==> src/hw/rtl/lpps_pkg.sv <==
// Shared types, codes and helpers of the lamp profile power cycle sequencer.
package lpps_pkg;

    localparam int unsigned TIME_W = 32;
    localparam int unsigned CFG_IDX_W = 3;

    typedef logic [TIME_W-1:0] t_time;
    typedef logic [1:0] t_prof;

    typedef enum logic [1:0] {
        CMD_POLL      = 2'd0,
        CMD_ACK       = 2'd1,
        CMD_RESET_UNK = 2'd2,
        CMD_REQUEST   = 2'd3
    } t_cmd;

    typedef enum logic [2:0] {
        ST_OFF          = 3'd0,
        ST_RETRY        = 3'd1,
        ST_CYCLE_OFF    = 3'd2,
        ST_RESET_OFF    = 3'd3,
        ST_RESET_SETTLE = 3'd4,
        ST_CYCLE_SETTLE = 3'd5,
        ST_STABLE       = 3'd6
    } t_stage;

    localparam logic [CFG_IDX_W-1:0] CFG_CYCLE_OFF   = 3'd0;
    localparam logic [CFG_IDX_W-1:0] CFG_TOGGLE_MAX  = 3'd1;
    localparam logic [CFG_IDX_W-1:0] CFG_RESET_OFF   = 3'd2;
    localparam logic [CFG_IDX_W-1:0] CFG_RETRY_DELAY = 3'd3;
    localparam logic [CFG_IDX_W-1:0] CFG_ON_SETTLE   = 3'd4;

    localparam t_time RST_CYCLE_OFF   = 32'd1000;
    localparam t_time RST_TOGGLE_MAX  = 32'd5000;
    localparam t_time RST_RESET_OFF   = 32'd10000;
    localparam t_time RST_RETRY_DELAY = 32'd2000;
    localparam t_time RST_ON_SETTLE   = 32'd1000;

    localparam t_prof PROF_DAY   = 2'd0;
    localparam t_prof PROF_NIGHT = 2'd2;
    localparam t_prof PROF_BAD   = 2'd3;

    typedef struct packed {
        t_time cycle_off;
        t_time toggle_max;
        t_time reset_off;
        t_time retry_delay;
        t_time on_settle;
    } t_cfg;

    typedef struct packed {
        t_cmd  cmd;
        t_time now_time;
        logic  write_ok;
        logic  want_on;
        t_prof want_profile;
    } t_item;

    typedef struct packed {
        logic   write_needed;
        logic   relay_command;
        logic   relay_level;
        logic   prof_known;
        logic   off_timing;
        logic   write_pending;
        logic   desired_lit;
        t_prof  active_prof;
        t_prof  desired_prof;
        t_stage stage;
        t_time  now_time;
        t_time  deadline;
        t_time  off_start;
    } t_snap;

    typedef struct packed {
        logic   write_needed;
        logic   relay_command;
        logic   relay_is_on;
        logic   profile_known;
        logic   busy_res;
        t_prof  current_profile;
        t_prof  target_profile;
        t_stage stage_code;
    } t_result;

    // true once now has reached or passed when, modulo 2^32
    function automatic logic f_reached(input t_time now, input t_time when);
        t_time diff;
        diff = now - when;
        return ~diff[TIME_W-1];
    endfunction

endpackage

==> src/hw/rtl/lpps_core.sv <==
// Input word register and single-pass sequencer state update.
module lpps_core
    import lpps_pkg::*;
(
    input  logic  i_clk,
    input  logic  i_rst_n,
    input  logic  i_in_valid,
    output logic  o_in_ready,
    input  t_item i_item,
    input  t_cfg  i_cfg,
    output logic  o_snap_valid,
    input  logic  i_snap_ready,
    output t_snap o_snap
);

    logic   r_in_valid;
    t_item  r_item;

    logic   r_desired_lit, r_relay_level, r_prof_known, r_off_timing;
    logic   r_reset_baseline, r_write_pending, r_pending_level;
    t_prof  r_desired_prof, r_active_prof;
    t_stage r_stage;
    t_time  r_deadline, r_off_start;

    logic   n_desired_lit, n_relay_level, n_prof_known, n_off_timing;
    logic   n_reset_baseline, n_write_pending, n_pending_level;
    t_prof  n_desired_prof, n_active_prof;
    t_stage n_stage;
    t_time  n_deadline, n_off_start;
    logic   need, lvl;

    logic   fire;

    assign o_in_ready   = !r_in_valid || i_snap_ready;
    assign fire         = r_in_valid && i_snap_ready;
    assign o_snap_valid = r_in_valid;

    always_comb begin
        logic  done;
        t_time now;
        t_time elapsed;
        now              = r_item.now_time;
        done             = 1'b0;
        elapsed          = '0;
        need             = 1'b0;
        lvl              = 1'b0;
        n_desired_lit    = r_desired_lit;
        n_desired_prof   = r_desired_prof;
        n_relay_level    = r_relay_level;
        n_prof_known     = r_prof_known;
        n_active_prof    = r_active_prof;
        n_stage          = r_stage;
        n_deadline       = r_deadline;
        n_off_start      = r_off_start;
        n_off_timing     = r_off_timing;
        n_reset_baseline = r_reset_baseline;
        n_write_pending  = r_write_pending;
        n_pending_level  = r_pending_level;

        case (r_item.cmd)
            CMD_POLL: begin
                if (r_write_pending) begin
                    need = 1'b1;
                    lvl  = r_pending_level;
                end else if (!r_desired_lit) begin
                    if (r_relay_level) begin
                        n_write_pending = 1'b1;
                        n_pending_level = 1'b0;
                        need            = 1'b1;
                    end else begin
                        if (!r_off_timing) begin
                            n_off_start  = now;
                            n_off_timing = 1'b1;
                        end
                        elapsed = now - n_off_start;
                        if (r_prof_known && elapsed > i_cfg.toggle_max) begin
                            n_prof_known     = 1'b0;
                            n_reset_baseline = 1'b1;
                        end
                        n_stage = ST_OFF;
                    end
                end else begin
                    if (r_stage == ST_RETRY) begin
                        if (!f_reached(now, r_deadline)) begin
                            lvl  = r_relay_level;
                            done = 1'b1;
                        end else begin
                            n_stage = r_prof_known ? ST_STABLE : ST_RESET_OFF;
                        end
                    end
                    if (!done && n_stage == ST_OFF && !r_relay_level && r_prof_known) begin
                        done    = 1'b1;
                        elapsed = now - r_off_start;
                        if (elapsed <= i_cfg.toggle_max) begin
                            n_stage    = ST_CYCLE_OFF;
                            n_deadline = r_off_start + i_cfg.cycle_off;
                            if (f_reached(now, n_deadline)) begin
                                n_write_pending = 1'b1;
                                n_pending_level = 1'b1;
                                need            = 1'b1;
                                lvl             = 1'b1;
                            end
                        end else begin
                            n_prof_known     = 1'b0;
                            n_reset_baseline = 1'b1;
                            n_stage          = ST_RESET_OFF;
                            n_write_pending  = 1'b1;
                            n_pending_level  = 1'b1;
                            need             = 1'b1;
                            lvl              = 1'b1;
                        end
                    end
                    if (!done && !r_prof_known) begin
                        done    = 1'b1;
                        n_stage = ST_RESET_OFF;
                        if (r_relay_level) begin
                            n_write_pending = 1'b1;
                            n_pending_level = 1'b0;
                            need            = 1'b1;
                        end else if (r_reset_baseline) begin
                            n_write_pending = 1'b1;
                            n_pending_level = 1'b1;
                            need            = 1'b1;
                            lvl             = 1'b1;
                        end else if (!r_off_timing) begin
                            n_off_start  = now;
                            n_off_timing = 1'b1;
                        end else begin
                            elapsed = now - r_off_start;
                            if (elapsed >= i_cfg.reset_off) begin
                                n_write_pending = 1'b1;
                                n_pending_level = 1'b1;
                                need            = 1'b1;
                                lvl             = 1'b1;
                            end
                        end
                    end
                    if (!done && (n_stage == ST_RESET_SETTLE || n_stage == ST_CYCLE_SETTLE))
                    begin
                        if (!f_reached(now, r_deadline)) begin
                            lvl  = r_relay_level;
                            done = 1'b1;
                        end else begin
                            n_stage = ST_STABLE;
                        end
                    end
                    if (!done && n_stage == ST_CYCLE_OFF) begin
                        done = 1'b1;
                        if (f_reached(now, r_deadline)) begin
                            n_write_pending = 1'b1;
                            n_pending_level = 1'b1;
                            need            = 1'b1;
                            lvl             = 1'b1;
                        end
                    end
                    if (!done) begin
                        if (r_active_prof == r_desired_prof) begin
                            n_stage = ST_STABLE;
                            lvl     = r_relay_level;
                        end else begin
                            n_stage         = ST_CYCLE_OFF;
                            n_write_pending = 1'b1;
                            n_pending_level = 1'b0;
                            need            = 1'b1;
                        end
                    end
                end
            end
            CMD_ACK: begin
                if (r_write_pending) begin
                    n_write_pending = 1'b0;
                    if (!r_item.write_ok) begin
                        n_prof_known = 1'b0;
                        n_stage      = ST_RETRY;
                        n_deadline   = now + i_cfg.retry_delay;
                    end else begin
                        n_relay_level = r_pending_level;
                        if (!r_pending_level) begin
                            n_off_start  = now;
                            n_off_timing = 1'b1;
                            if (!r_desired_lit) begin
                                n_stage = ST_OFF;
                            end else if (r_prof_known) begin
                                n_stage    = ST_CYCLE_OFF;
                                n_deadline = now + i_cfg.cycle_off;
                            end else begin
                                n_stage    = ST_RESET_OFF;
                                n_deadline = now + i_cfg.reset_off;
                            end
                        end else begin
                            n_off_start      = '0;
                            n_off_timing     = 1'b0;
                            n_reset_baseline = 1'b0;
                            if (!r_prof_known) begin
                                n_active_prof = PROF_DAY;
                                n_prof_known  = 1'b1;
                                n_stage       = ST_RESET_SETTLE;
                                n_deadline    = now + i_cfg.on_settle;
                            end else if (r_stage == ST_CYCLE_OFF) begin
                                n_active_prof = (r_active_prof >= PROF_NIGHT) ?
                                                PROF_DAY : r_active_prof + 2'd1;
                                n_stage       = ST_CYCLE_SETTLE;
                                n_deadline    = now + i_cfg.on_settle;
                            end else begin
                                n_prof_known = 1'b0;
                                n_stage      = ST_RESET_OFF;
                            end
                        end
                    end
                end
            end
            CMD_RESET_UNK: begin
                n_prof_known     = 1'b0;
                n_relay_level    = 1'b0;
                n_stage          = ST_OFF;
                n_deadline       = '0;
                n_off_start      = now;
                n_off_timing     = 1'b1;
                n_reset_baseline = 1'b0;
                n_write_pending  = 1'b0;
            end
            CMD_REQUEST: begin
                n_desired_lit  = r_item.want_on;
                n_desired_prof = (r_item.want_profile == PROF_BAD) ?
                                 PROF_DAY : r_item.want_profile;
            end
            default: begin
            end
        endcase
    end

    always_comb begin
        o_snap.write_needed  = need;
        o_snap.relay_command = lvl;
        o_snap.relay_level   = n_relay_level;
        o_snap.prof_known    = n_prof_known;
        o_snap.off_timing    = n_off_timing;
        o_snap.write_pending = n_write_pending;
        o_snap.desired_lit   = n_desired_lit;
        o_snap.active_prof   = n_active_prof;
        o_snap.desired_prof  = n_desired_prof;
        o_snap.stage         = n_stage;
        o_snap.now_time      = r_item.now_time;
        o_snap.deadline      = n_deadline;
        o_snap.off_start     = n_off_start;
    end

    always_ff @(posedge i_clk) begin
        if (!i_rst_n) begin
            r_in_valid       <= 1'b0;
            r_desired_lit    <= 1'b0;
            r_desired_prof   <= PROF_DAY;
            r_relay_level    <= 1'b0;
            r_prof_known     <= 1'b0;
            r_active_prof    <= PROF_DAY;
            r_stage          <= ST_OFF;
            r_deadline       <= '0;
            r_off_start      <= '0;
            r_off_timing     <= 1'b0;
            r_reset_baseline <= 1'b0;
            r_write_pending  <= 1'b0;
            r_pending_level  <= 1'b0;
        end else begin
            if (o_in_ready) begin
                r_in_valid <= i_in_valid;
            end
            if (fire) begin
                r_desired_lit    <= n_desired_lit;
                r_desired_prof   <= n_desired_prof;
                r_relay_level    <= n_relay_level;
                r_prof_known     <= n_prof_known;
                r_active_prof    <= n_active_prof;
                r_stage          <= n_stage;
                r_deadline       <= n_deadline;
                r_off_start      <= n_off_start;
                r_off_timing     <= n_off_timing;
                r_reset_baseline <= n_reset_baseline;
                r_write_pending  <= n_write_pending;
                r_pending_level  <= n_pending_level;
            end
        end
    end

    always_ff @(posedge i_clk) begin
        if (o_in_ready && i_in_valid) begin
            r_item <= i_item;
        end
    end

    a_prof_range: assert property (@(posedge i_clk) disable iff (!i_rst_n)
        r_active_prof != PROF_BAD && r_desired_prof != PROF_BAD)
        else $error("profile register holds an invalid code");

    a_reset_unknown: assert property (@(posedge i_clk) disable iff (!i_rst_n)
        fire && r_item.cmd == CMD_RESET_UNK |=>
            !r_write_pending && !r_prof_known && !r_relay_level && r_off_timing)
        else $error("reset to unknown left stale state");

    a_stray_ack: assert property (@(posedge i_clk) disable iff (!i_rst_n)
        fire && r_item.cmd == CMD_ACK && !r_write_pending |=>
            $stable(r_stage) && $stable(r_deadline) && $stable(r_relay_level))
        else $error("acknowledge without pending write changed state");

    a_repoll: assert property (@(posedge i_clk) disable iff (!i_rst_n)
        fire && r_item.cmd == CMD_POLL && r_write_pending |=>
            r_write_pending && $stable(r_pending_level) && $stable(r_stage))
        else $error("poll with pending write changed state");

endmodule

==> src/hw/rtl/lpps_report.sv <==
// Snapshot register, status evaluation and result word register.
module lpps_report
    import lpps_pkg::*;
(
    input  logic    i_clk,
    input  logic    i_rst_n,
    input  logic    i_snap_valid,
    output logic    o_snap_ready,
    input  t_snap   i_snap,
    input  t_time   i_toggle_max,
    output logic    o_out_valid,
    input  logic    i_out_ready,
    output t_result o_result
);

    logic    r_snap_valid;
    t_snap   r_snap;
    logic    r_out_valid;
    t_result r_result;

    logic    out_free;
    logic    snap_move;
    logic    timer_busy;
    logic    known_rep;
    logic    busy;
    t_time   off_elapsed;
    t_result n_result;

    assign out_free     = !r_out_valid || i_out_ready;
    assign snap_move    = r_snap_valid && out_free;
    assign o_snap_ready = !r_snap_valid || out_free;

    assign off_elapsed = r_snap.now_time - r_snap.off_start;
    assign timer_busy  = (r_snap.stage >= ST_RETRY) && (r_snap.stage <= ST_CYCLE_SETTLE) &&
                         !f_reached(r_snap.now_time, r_snap.deadline);
    assign known_rep   = r_snap.prof_known &&
                         (r_snap.relay_level || !r_snap.off_timing ||
                          off_elapsed <= i_toggle_max);
    assign busy        = r_snap.write_pending || timer_busy ||
                         (r_snap.desired_lit &&
                          (!r_snap.prof_known || r_snap.active_prof != r_snap.desired_prof ||
                           r_snap.stage != ST_STABLE));

    always_comb begin
        n_result.write_needed    = r_snap.write_needed;
        n_result.relay_command   = r_snap.relay_command;
        n_result.relay_is_on     = r_snap.relay_level;
        n_result.profile_known   = known_rep;
        n_result.busy_res        = busy;
        n_result.current_profile = r_snap.active_prof;
        n_result.target_profile  = r_snap.desired_prof;
        n_result.stage_code      = r_snap.stage;
    end

    always_ff @(posedge i_clk) begin
        if (!i_rst_n) begin
            r_snap_valid <= 1'b0;
            r_out_valid  <= 1'b0;
        end else begin
            if (o_snap_ready) begin
                r_snap_valid <= i_snap_valid;
            end
            if (out_free) begin
                r_out_valid <= r_snap_valid;
            end
        end
    end

    always_ff @(posedge i_clk) begin
        if (o_snap_ready && i_snap_valid) begin
            r_snap <= i_snap;
        end
        if (snap_move) begin
            r_result <= n_result;
        end
    end

    assign o_out_valid = r_out_valid;
    assign o_result    = r_result;

endmodule

==> src/hw/rtl/lamp_profile_power_cycle_sequencer_unit.sv <==
// Top level of the lamp profile power cycle sequencer: ports, config registers, stages.
//
//  channel | direction | handshake               | word
//  --------+-----------+-------------------------+-----------------------------------
//  input   | in        | i_in_valid / o_in_ready | cmd, now_time, write_ok, want_*
//  output  | out       | o_out_valid/i_out_ready | relay decision and status snapshot
//  config  | in        | i_cfg_valid/o_cfg_ready | 3-bit register index, 32-bit data
//
//  One word per cycle sustained while the output is not stalled; each word passes three
//  registers: input register, state update into the snapshot register, status compare
//  into the result register, from which the result is offered. Synchronous active-low
//  reset returns the sequencer state, valid flags and config registers to their defaults.
//  A stalled output holds the result and back-pressures stage by stage; config
//  writes are always taken.
module lamp_profile_power_cycle_sequencer_unit
    import lpps_pkg::*;
(
    input  logic                 i_clk,
    input  logic                 i_rst_n,
    input  logic                 i_in_valid,
    output logic                 o_in_ready,
    input  logic [1:0]           i_cmd,
    input  logic [TIME_W-1:0]    i_now_time,
    input  logic                 i_write_ok,
    input  logic                 i_want_on,
    input  logic [1:0]           i_want_profile,
    output logic                 o_out_valid,
    input  logic                 i_out_ready,
    output logic                 o_write_needed,
    output logic                 o_relay_command,
    output logic                 o_relay_is_on,
    output logic                 o_profile_known,
    output logic                 o_busy_res,
    output logic [1:0]           o_current_profile,
    output logic [1:0]           o_target_profile,
    output logic [2:0]           o_stage_code,
    input  logic                 i_cfg_valid,
    output logic                 o_cfg_ready,
    input  logic [CFG_IDX_W-1:0] i_cfg_index,
    input  logic [TIME_W-1:0]    i_cfg_data
);

    t_cfg    r_cfg;
    t_item   item;
    logic    snap_valid;
    logic    snap_ready;
    t_snap   snap;
    t_result result;

    assign o_cfg_ready = 1'b1;

    always_ff @(posedge i_clk) begin
        if (!i_rst_n) begin
            r_cfg.cycle_off   <= RST_CYCLE_OFF;
            r_cfg.toggle_max  <= RST_TOGGLE_MAX;
            r_cfg.reset_off   <= RST_RESET_OFF;
            r_cfg.retry_delay <= RST_RETRY_DELAY;
            r_cfg.on_settle   <= RST_ON_SETTLE;
        end else if (i_cfg_valid && o_cfg_ready) begin
            case (i_cfg_index)
                CFG_CYCLE_OFF:   r_cfg.cycle_off   <= i_cfg_data;
                CFG_TOGGLE_MAX:  r_cfg.toggle_max  <= i_cfg_data;
                CFG_RESET_OFF:   r_cfg.reset_off   <= i_cfg_data;
                CFG_RETRY_DELAY: r_cfg.retry_delay <= i_cfg_data;
                CFG_ON_SETTLE:   r_cfg.on_settle   <= i_cfg_data;
                default: begin
                end
            endcase
        end
    end

    always_comb begin
        item.cmd          = t_cmd'(i_cmd);
        item.now_time     = i_now_time;
        item.write_ok     = i_write_ok;
        item.want_on      = i_want_on;
        item.want_profile = i_want_profile;
    end

    lpps_core u_core (
        .i_clk        (i_clk),
        .i_rst_n      (i_rst_n),
        .i_in_valid   (i_in_valid),
        .o_in_ready   (o_in_ready),
        .i_item       (item),
        .i_cfg        (r_cfg),
        .o_snap_valid (snap_valid),
        .i_snap_ready (snap_ready),
        .o_snap       (snap)
    );

    lpps_report u_report (
        .i_clk        (i_clk),
        .i_rst_n      (i_rst_n),
        .i_snap_valid (snap_valid),
        .o_snap_ready (snap_ready),
        .i_snap       (snap),
        .i_toggle_max (r_cfg.toggle_max),
        .o_out_valid  (o_out_valid),
        .i_out_ready  (i_out_ready),
        .o_result     (result)
    );

    assign o_write_needed    = result.write_needed;
    assign o_relay_command   = result.relay_command;
    assign o_relay_is_on     = result.relay_is_on;
    assign o_profile_known   = result.profile_known;
    assign o_busy_res        = result.busy_res;
    assign o_current_profile = result.current_profile;
    assign o_target_profile  = result.target_profile;
    assign o_stage_code      = result.stage_code;

endmodule

==> config.mk <==
export PLATFORM = sky130hd
export DESIGN_NAME = lamp_profile_power_cycle_sequencer_unit
export DESIGN_NICKNAME = d
export VERILOG_FILES = /design/src/hw/rtl/lpps_pkg.sv /design/src/hw/rtl/lpps_core.sv /design/src/hw/rtl/lpps_report.sv /design/src/hw/rtl/lamp_profile_power_cycle_sequencer_unit.sv
export SDC_FILE = /design/constraint.sdc
export NUM_CORES = 2
export LEC_CHECK = 0
export BUFFER_PORTS_ARGS = -buffer_cell sky130_fd_sc_hd__buf_2
export CAP_MARGIN = 25
export CORE_ASPECT_RATIO = 2
export CORE_UTILIZATION = 50
export CTS_CLUSTER_DIAMETER = 120
export DETAILED_ROUTE_END_ITERATION = 10
export PLACE_DENSITY = 0.69
export SLEW_MARGIN = 10
export SYNTH_ARGS = -nofsm -noshare
export SYNTH_HDL_FRONTEND = slang
export SYNTH_SLANG_ARGS = --single-unit
export TNS_END_PERCENT = 100
==> constraint.sdc <==
create_clock -name i_clk -period 5.6 [get_ports i_clk]
set_clock_uncertainty 0.1 [all_clocks]
set_input_delay 0 -clock i_clk [delete_from_list [all_inputs] [get_ports i_clk]]
set_output_delay 0 -clock i_clk [all_outputs]
set_load 0.05 [all_outputs]
After elaboration in Yosys (flattened, before gate mapping)
Index checks and enable logic that the tools add are counted. W data, S select, Z words.

Output and inout port bits: 15. Logic and storage cells: 313. Register bits after elaboration: 401. Input port bits: 78.

Reductions and logical operators: 48. Eq/ne operators: 24. Muxes and demuxes: 175. Bitwise logic cells: 1. Magnitude comparators: 7. $add $sub $neg: 12.

Operators by type and width (number): $mux W32 (25); $pmux W32 S3 (2); $sub A32 B32 Y32 (6); $add A32 B32 Y32 (5); $mux W1 (106); $mux W3 (27); $le A32 B32 Y1 (2); $ge A32 B32 Y1 (1); $gt A32 B32 Y1 (1); $mux W2 (9); $logic_and A1 B1 Y1 (14); $eq A3 B2 Y1 const B (4); $logic_not A1 Y1 (11); $logic_or A1 B1 Y1 (10); $reduce_and A10 Y1 (1); $reduce_and A2 Y1 (5); $eq A3 B3 Y1 const B (3); $ne A3 B3 Y1 const B (3); $pmux W1 S3 (3); $pmux W3 S3 (1); $eq A2 B2 Y1 const B (3); $eq A3 B1 Y1 const B (2); $logic_not A3 Y1 (2); $ne A2 B1 Y1 const B (3); 17 further kinds (18).

Longest topological paths before layout
Depth after elaboration: 37. Depth in mapped cells: 28.

Hierarchy
From an unflattened synthesis, not the netlist that was laid out.

Cells, all modules: 3984. Area, all modules: 34370.5 µm².

Modules (own cells, without submodules): lpps_core (area each 21092.7 µm², times used 1, cells each 2777); lpps_report (area each 7270.7 µm², times used 1, cells each 638); lamp_profile_power_cycle_sequencer_unit (area each 6007.0 µm², times used 1, cells each 569).

Worst setup path before layout
OpenSTA, ideal clock, no wires.

Path type: reg-to-reg. Start point: register u_core.r_off_timing. End point: register u_report.r_snap[106] in the netlist's numbering (data pin). Data arrival time: 5.892 ns. Slack: -0.538 ns. Period minus slack after synthesis: 6.138 ns. Stages on the path, launching flop included: 28. Path buffers: 2. Cells stage by stage: dfxtp_1 buf_1 clkbuf_1 mux2i_1 ha_1 o21a_1 o31a_1 o311ai_1 a2111oi_1 o41a_1 o31a_1 o21a_1 a21o_1 a21o_1 a21oi_1 xnor2_1 ha_1 a21o_1 a21o_1 a21o_1 a21o_1 a21oi_1 o21ai_0 a2111oi_0 a21oi_1 a22oi_1 a21oi_1 a21oi_1.

RTL lines: start, declared (RTL line lpps_core.sv:19) `logic r_desired_lit, r_relay_level, r_prof_known, r_off_timing;`; start signal, assigned (RTL line lpps_core.sv:276) `r_off_timing <= n_off_timing;`; end signal, assigned (RTL line lpps_report.sv:71) `r_snap <= i_snap;`; end, declared (RTL line lpps_report.sv:17) `t_snap r_snap;`.

Final worst setup path
Start point: register u_core.r_item (netlist bit u_core.o_snap[64]). End point: register u_core.r_reset_baseline.

Longest elaborated chain between the ends: 12. Elaborated cells on any way between the ends: 30. Classes of those cells: add/sub (3); order compare (2); eq/ne (3); mux (15); reduce/logical (7).

RTL lines: start, declared (RTL line lpps_core.sv:17) `t_item r_item;`; start signal, assigned (RTL line lpps_core.sv:286) `r_item <= i_item;`; parallel branches: the longest is 11 deep, another holds $sub A32 B32 Y32; $reduce_and A10 Y1 (no source line) (*); end signal, assigned (RTL line lpps_core.sv:277) `r_reset_baseline <= n_reset_baseline;`; end, declared (RTL line lpps_core.sv:20) `logic r_reset_baseline, r_write_pending, r_pending_level;`.

Mark *: on every way between the ends. The select of a mux whose other input is x is not followed. A chain may end at the register's enable or synchronous reset.

==> metrics.md <==
| Metric | Value |
|---|---|
| Post-layout worst setup margin | -274 ps |
| Worst skew pair latency | 630 ps |
| # H-tree levels | 2 |
| Pwr dens | 247 nW/um2 |
| DRT Pass-1 Iters | 6 |
| Post-Synth Adder-Cell Area | 16.6% |
| Die Span Y | 370 um |
| Worst hold start | i_want_profile[1] |
| Initial antenna violation count | 1 |
| Share of the synthesized area in the top cell type | 16.2% |
| Worst Setup End Kind | register |
| Max-cap viol count | 0 |
| Vias/cell | 6.33 |
| Synth area leaders | ha_1 16%, dfxtp_1 14%, edfxtp_1 14% |
| Placed insts | 5375 |
| Synth Net Count | 4721 |
| Reg-to-reg critical path endpoint | u_core.r_reset_baseline$_SDFFE_PN0P_ |
| Total track usage | 39.7% |
| Fin cells | 5623 |
| Hold depth | 2 |
| Worst reg-to-reg setup slack | -270 ps |
| Row cnt | 134 |
| Critical path arrival | 6290 ps |
| Vias in the first global route | 34886 |
| Starting Density | 50.7% |
| Pin count of the biggest net entering global routing | 97 |
| Synth async-reset ratio | 0% |
| Most Frequent Cell on Critical Path | buf_4 |
| Seq/Total Area, Yosys | 28.4% |
| Vias | 35590 |
| Status | finished with violations |
| Final net count | 5229 |
| Final Max Slew Viols | 0 |
| CP max-delay cell | o41a_1 |
| CTS Root Cell | clkbuf_16 |
| Violated checks | negative setup slack |
| CTS tree | done |
| Worst r2r src | u_core.o_snap[64]$_DFFE_PP_ |
| Post-DP HPWL | 104000 um |
| Minimum clock period | 5870 ps |
| CP Max Fanout | 3 |
| 1st-iter DRT viols | 2893 |
| Slew @ Worst Pin | 1130 ps |
| Simple-gate portion of the synthesized area | 16.0% |
| Area Overhead vs Synth | 24.5% |
| Top delay family on crit path | compound AO/OA/AOI/OAI gates |
| Commonest non-fill, non-tap cell in the layout | nand2_1 |
| CTS sink count | 401 |
| Cell count of the worst reg-to-reg path | 26 |
| EDFF count, synth | 160 |
| Port-buffer cells | 91 |
| Die Wd | 186 um |
| First-pass GRT wire length | 203000 um |
| Multiplexer share of the synthesized area | 1.95% |
| Worst hold path class | input pin to register |
| Share of the synthesized netlist area taken by xor and xnor gates | 4.72% |
| Final setup viols | 52 |
| Post-Route WL | 137000 um |
| Avg Cell Area, Syn | 8.08 um2 |
| Area leader, netlist | ha_1 |
| CP startpoint kind | register |
| Period utilization | 105% |
| Max incr delay on CP | 380 ps |
| # fillers | 5790 |
| Pleak | 17.9 nW |
| Post-layout util | 63.1% |
| WP data required | 6020 ps |
| Post-placement setup slack | -1290 ps |
| Max-slew headroom | 23.6% |
| Largest family of logic cells by synthesized area | compound AO/OA/AOI/OAI gates |
| Peak VDD IR | 0.243 mV |
| Post-synthesis compound-gate area fraction | 27.4% |
| Total CTS buffers | 42 |
| Seq cells post-synth | 401 |
| Achievable frequency | 0.170 GHz |
| Hold EP | u_core.r_item[1]$_DFFE_PP_ |
| Synth Flop Type | dfxtp_1 |
| Total core area | 66900 um2 |
| Count of cell types in the netlist | 88 |
| CTS max path bufs | 3 |
| Share of cells above drive strength 1 | 17.8% |
| Worst Path Buf+Inv | 5 |
| Die ar. | 69000 um2 |
| Residual DRC | 0 |
| Setup CP Type | register to register |
| RSZ-0062 raised after global routing | true |
| Synth Warn # | 0 |
| Drt wl/cell | 24.4 um |
| Gate count after technology mapping | 4196 |
| Post-route ant nets | 0 |
| Gpl congestion | 1.02 |
| Worst-path clk slew | 70 ps |
| Most frequent cells in the layout | 542 x nand2_1, 429 x ha_1, 408 x buf_4 |
| Overflow left after global routing | 0 |
| I/O pin cnt | 93 |
| Synthesized area | 33900 um2 |
| Hold Vio Cnt, Final | 0 |
routing by layer:
metal / routed length, um / vias to the layer above / GRT usage (%)
li1: - / 16447 / -
met1: 49100 / 16820 / 43.7
met2: 65800 / 1739 / 67.7
met3: 9790 / 582 / 5.72
met4: 12400 / 2 / 30.7
met5: 13 / - / 0
sequential cells by signal (all words and copies together), names as in the netlist, 3 cells and up:
name	flops
u_core.r_deadline	32
u_core.r_item	6
u_core.r_stage	3
r_cfg	160
u_core.r_off_start	32
u_report.o_result	12
u_core.o_snap	32
u_report.r_snap	100
u_report.n_result	10
Yosys cell counts, types with 54 or more instances:
master / n
nand4_1: 55
o21ai_0: 301
nand3_1: 82
xnor2_1: 119
edfxtp_1: 160
a21o_1: 159
dfxtp_1: 241
a211oi_1: 54
inv_1: 254
clkbuf_1: 157
a21oi_1: 431
o21a_1: 70
a31oi_1: 85
nor2_1: 245
mux2i_1: 64
ha_1: 440
nand2_1: 565
xor2_1: 64
final cells by class:
type | count | area, um2 | area share [%]
clock inverter | 17 | 250 | 0.593
timing repair buffer | 642 | 5100 | 12.1
clock buffer | 61 | 1230 | 2.92
tap | 884 | 1110 | 2.62
sequential | 401 | 9640 | 22.8
inverter | 258 | 991 | 2.35
multi-input combinational | 3359 | 23900 | 56.6
antenna | 1 | 2.50 | 0.00593
what timing repair did:
item                                    in CTS  in global routing
endpoints found under the hold margin      201                  0
hold buffers                               103                  0
endpoints found under the setup margin      75                 77
resized for setup                          144                173
setup buffers                               55                 20
pin swaps                                   62                 93
gates cloned                                 2                  0
worst register-to-register path: cells and delay by family, from the launching register on:
kind | cells | cell delay (ps)
AOI/OAI and AO/OA | 14 | 3430
buffers and inverters | 5 | 720
adders and majority gates | 2 | 630
DFF | 1 | 340
and+or+nand+nor | 3 | 300
muxes | 1 | 210
xor gates and xnor gates | 1 | 90
power breakdown:
group | total [mW] | switching, mW | internal (mW)
Combinational | 4.00 | 2.24 | 1.77
Clock | 3.14 | 1.36 | 1.78
Sequential | 3.30 | 0.126 | 3.17
Total | 10.4 | 3.72 | 6.72
how the worst max path moves through the flow:
| stage | cells past startpoint | to | from | slack (ps) |
|---|---|---|---|---|
| 5_1_grt | 28 | u_core.r_deadline[22]$_SDFFE_PN0P_ | u_core.o_snap[65]$_DFFE_PP_ | -500 |
| 3_5_place_dp | 23 | u_report.n_result[10]$_SDFFCE_PN0P_ | u_core.o_snap[65]$_DFFE_PP_ | -1290 |
| 2_1_floorplan | 27 | u_report.r_snap[106]$_DFFE_PP_ | u_core.o_snap[65]$_DFFE_PP_ | -0.3 |
| 3_3_place_gp | 23 | u_report.n_result[10]$_SDFFCE_PN0P_ | u_core.o_snap[65]$_DFFE_PP_ | -1190 |
| 4_1_cts | 30 | u_report.r_snap[106]$_DFFE_PP_ | u_core.o_snap[65]$_DFFE_PP_ | -320 |
| 6_report | 26 | u_core.r_reset_baseline$_SDFFE_PN0P_ | u_core.o_snap[64]$_DFFE_PP_ | -270 |
kinds of logic after synthesis:
logic type,count (synthesis)
flip-flops,401
AND/OR/NAND/NOR,1205
adder cells (fa/ha/maj),447
AO/OA/AOI/OAI,1457
buffers and inverters,436
multiplexers,66
other,1
XOR/XNOR,183
per-stage QoR:
stage	cell area [um2]	hold slack, ps	power [mW]	TNS [ps]
finish	42200	32.2	10.4	-4880
CTS	41400	10.1	10.3	-4940
global placement	37800	76.0	6.84	-27240
global route	42200	50.5	10.9	-19570
detailed placement	37900	78.1	6.88	-32970
floorplan	34000	-1.13	5.53	-0.349
Note: power is estimated with default switching activity, not from simulation.
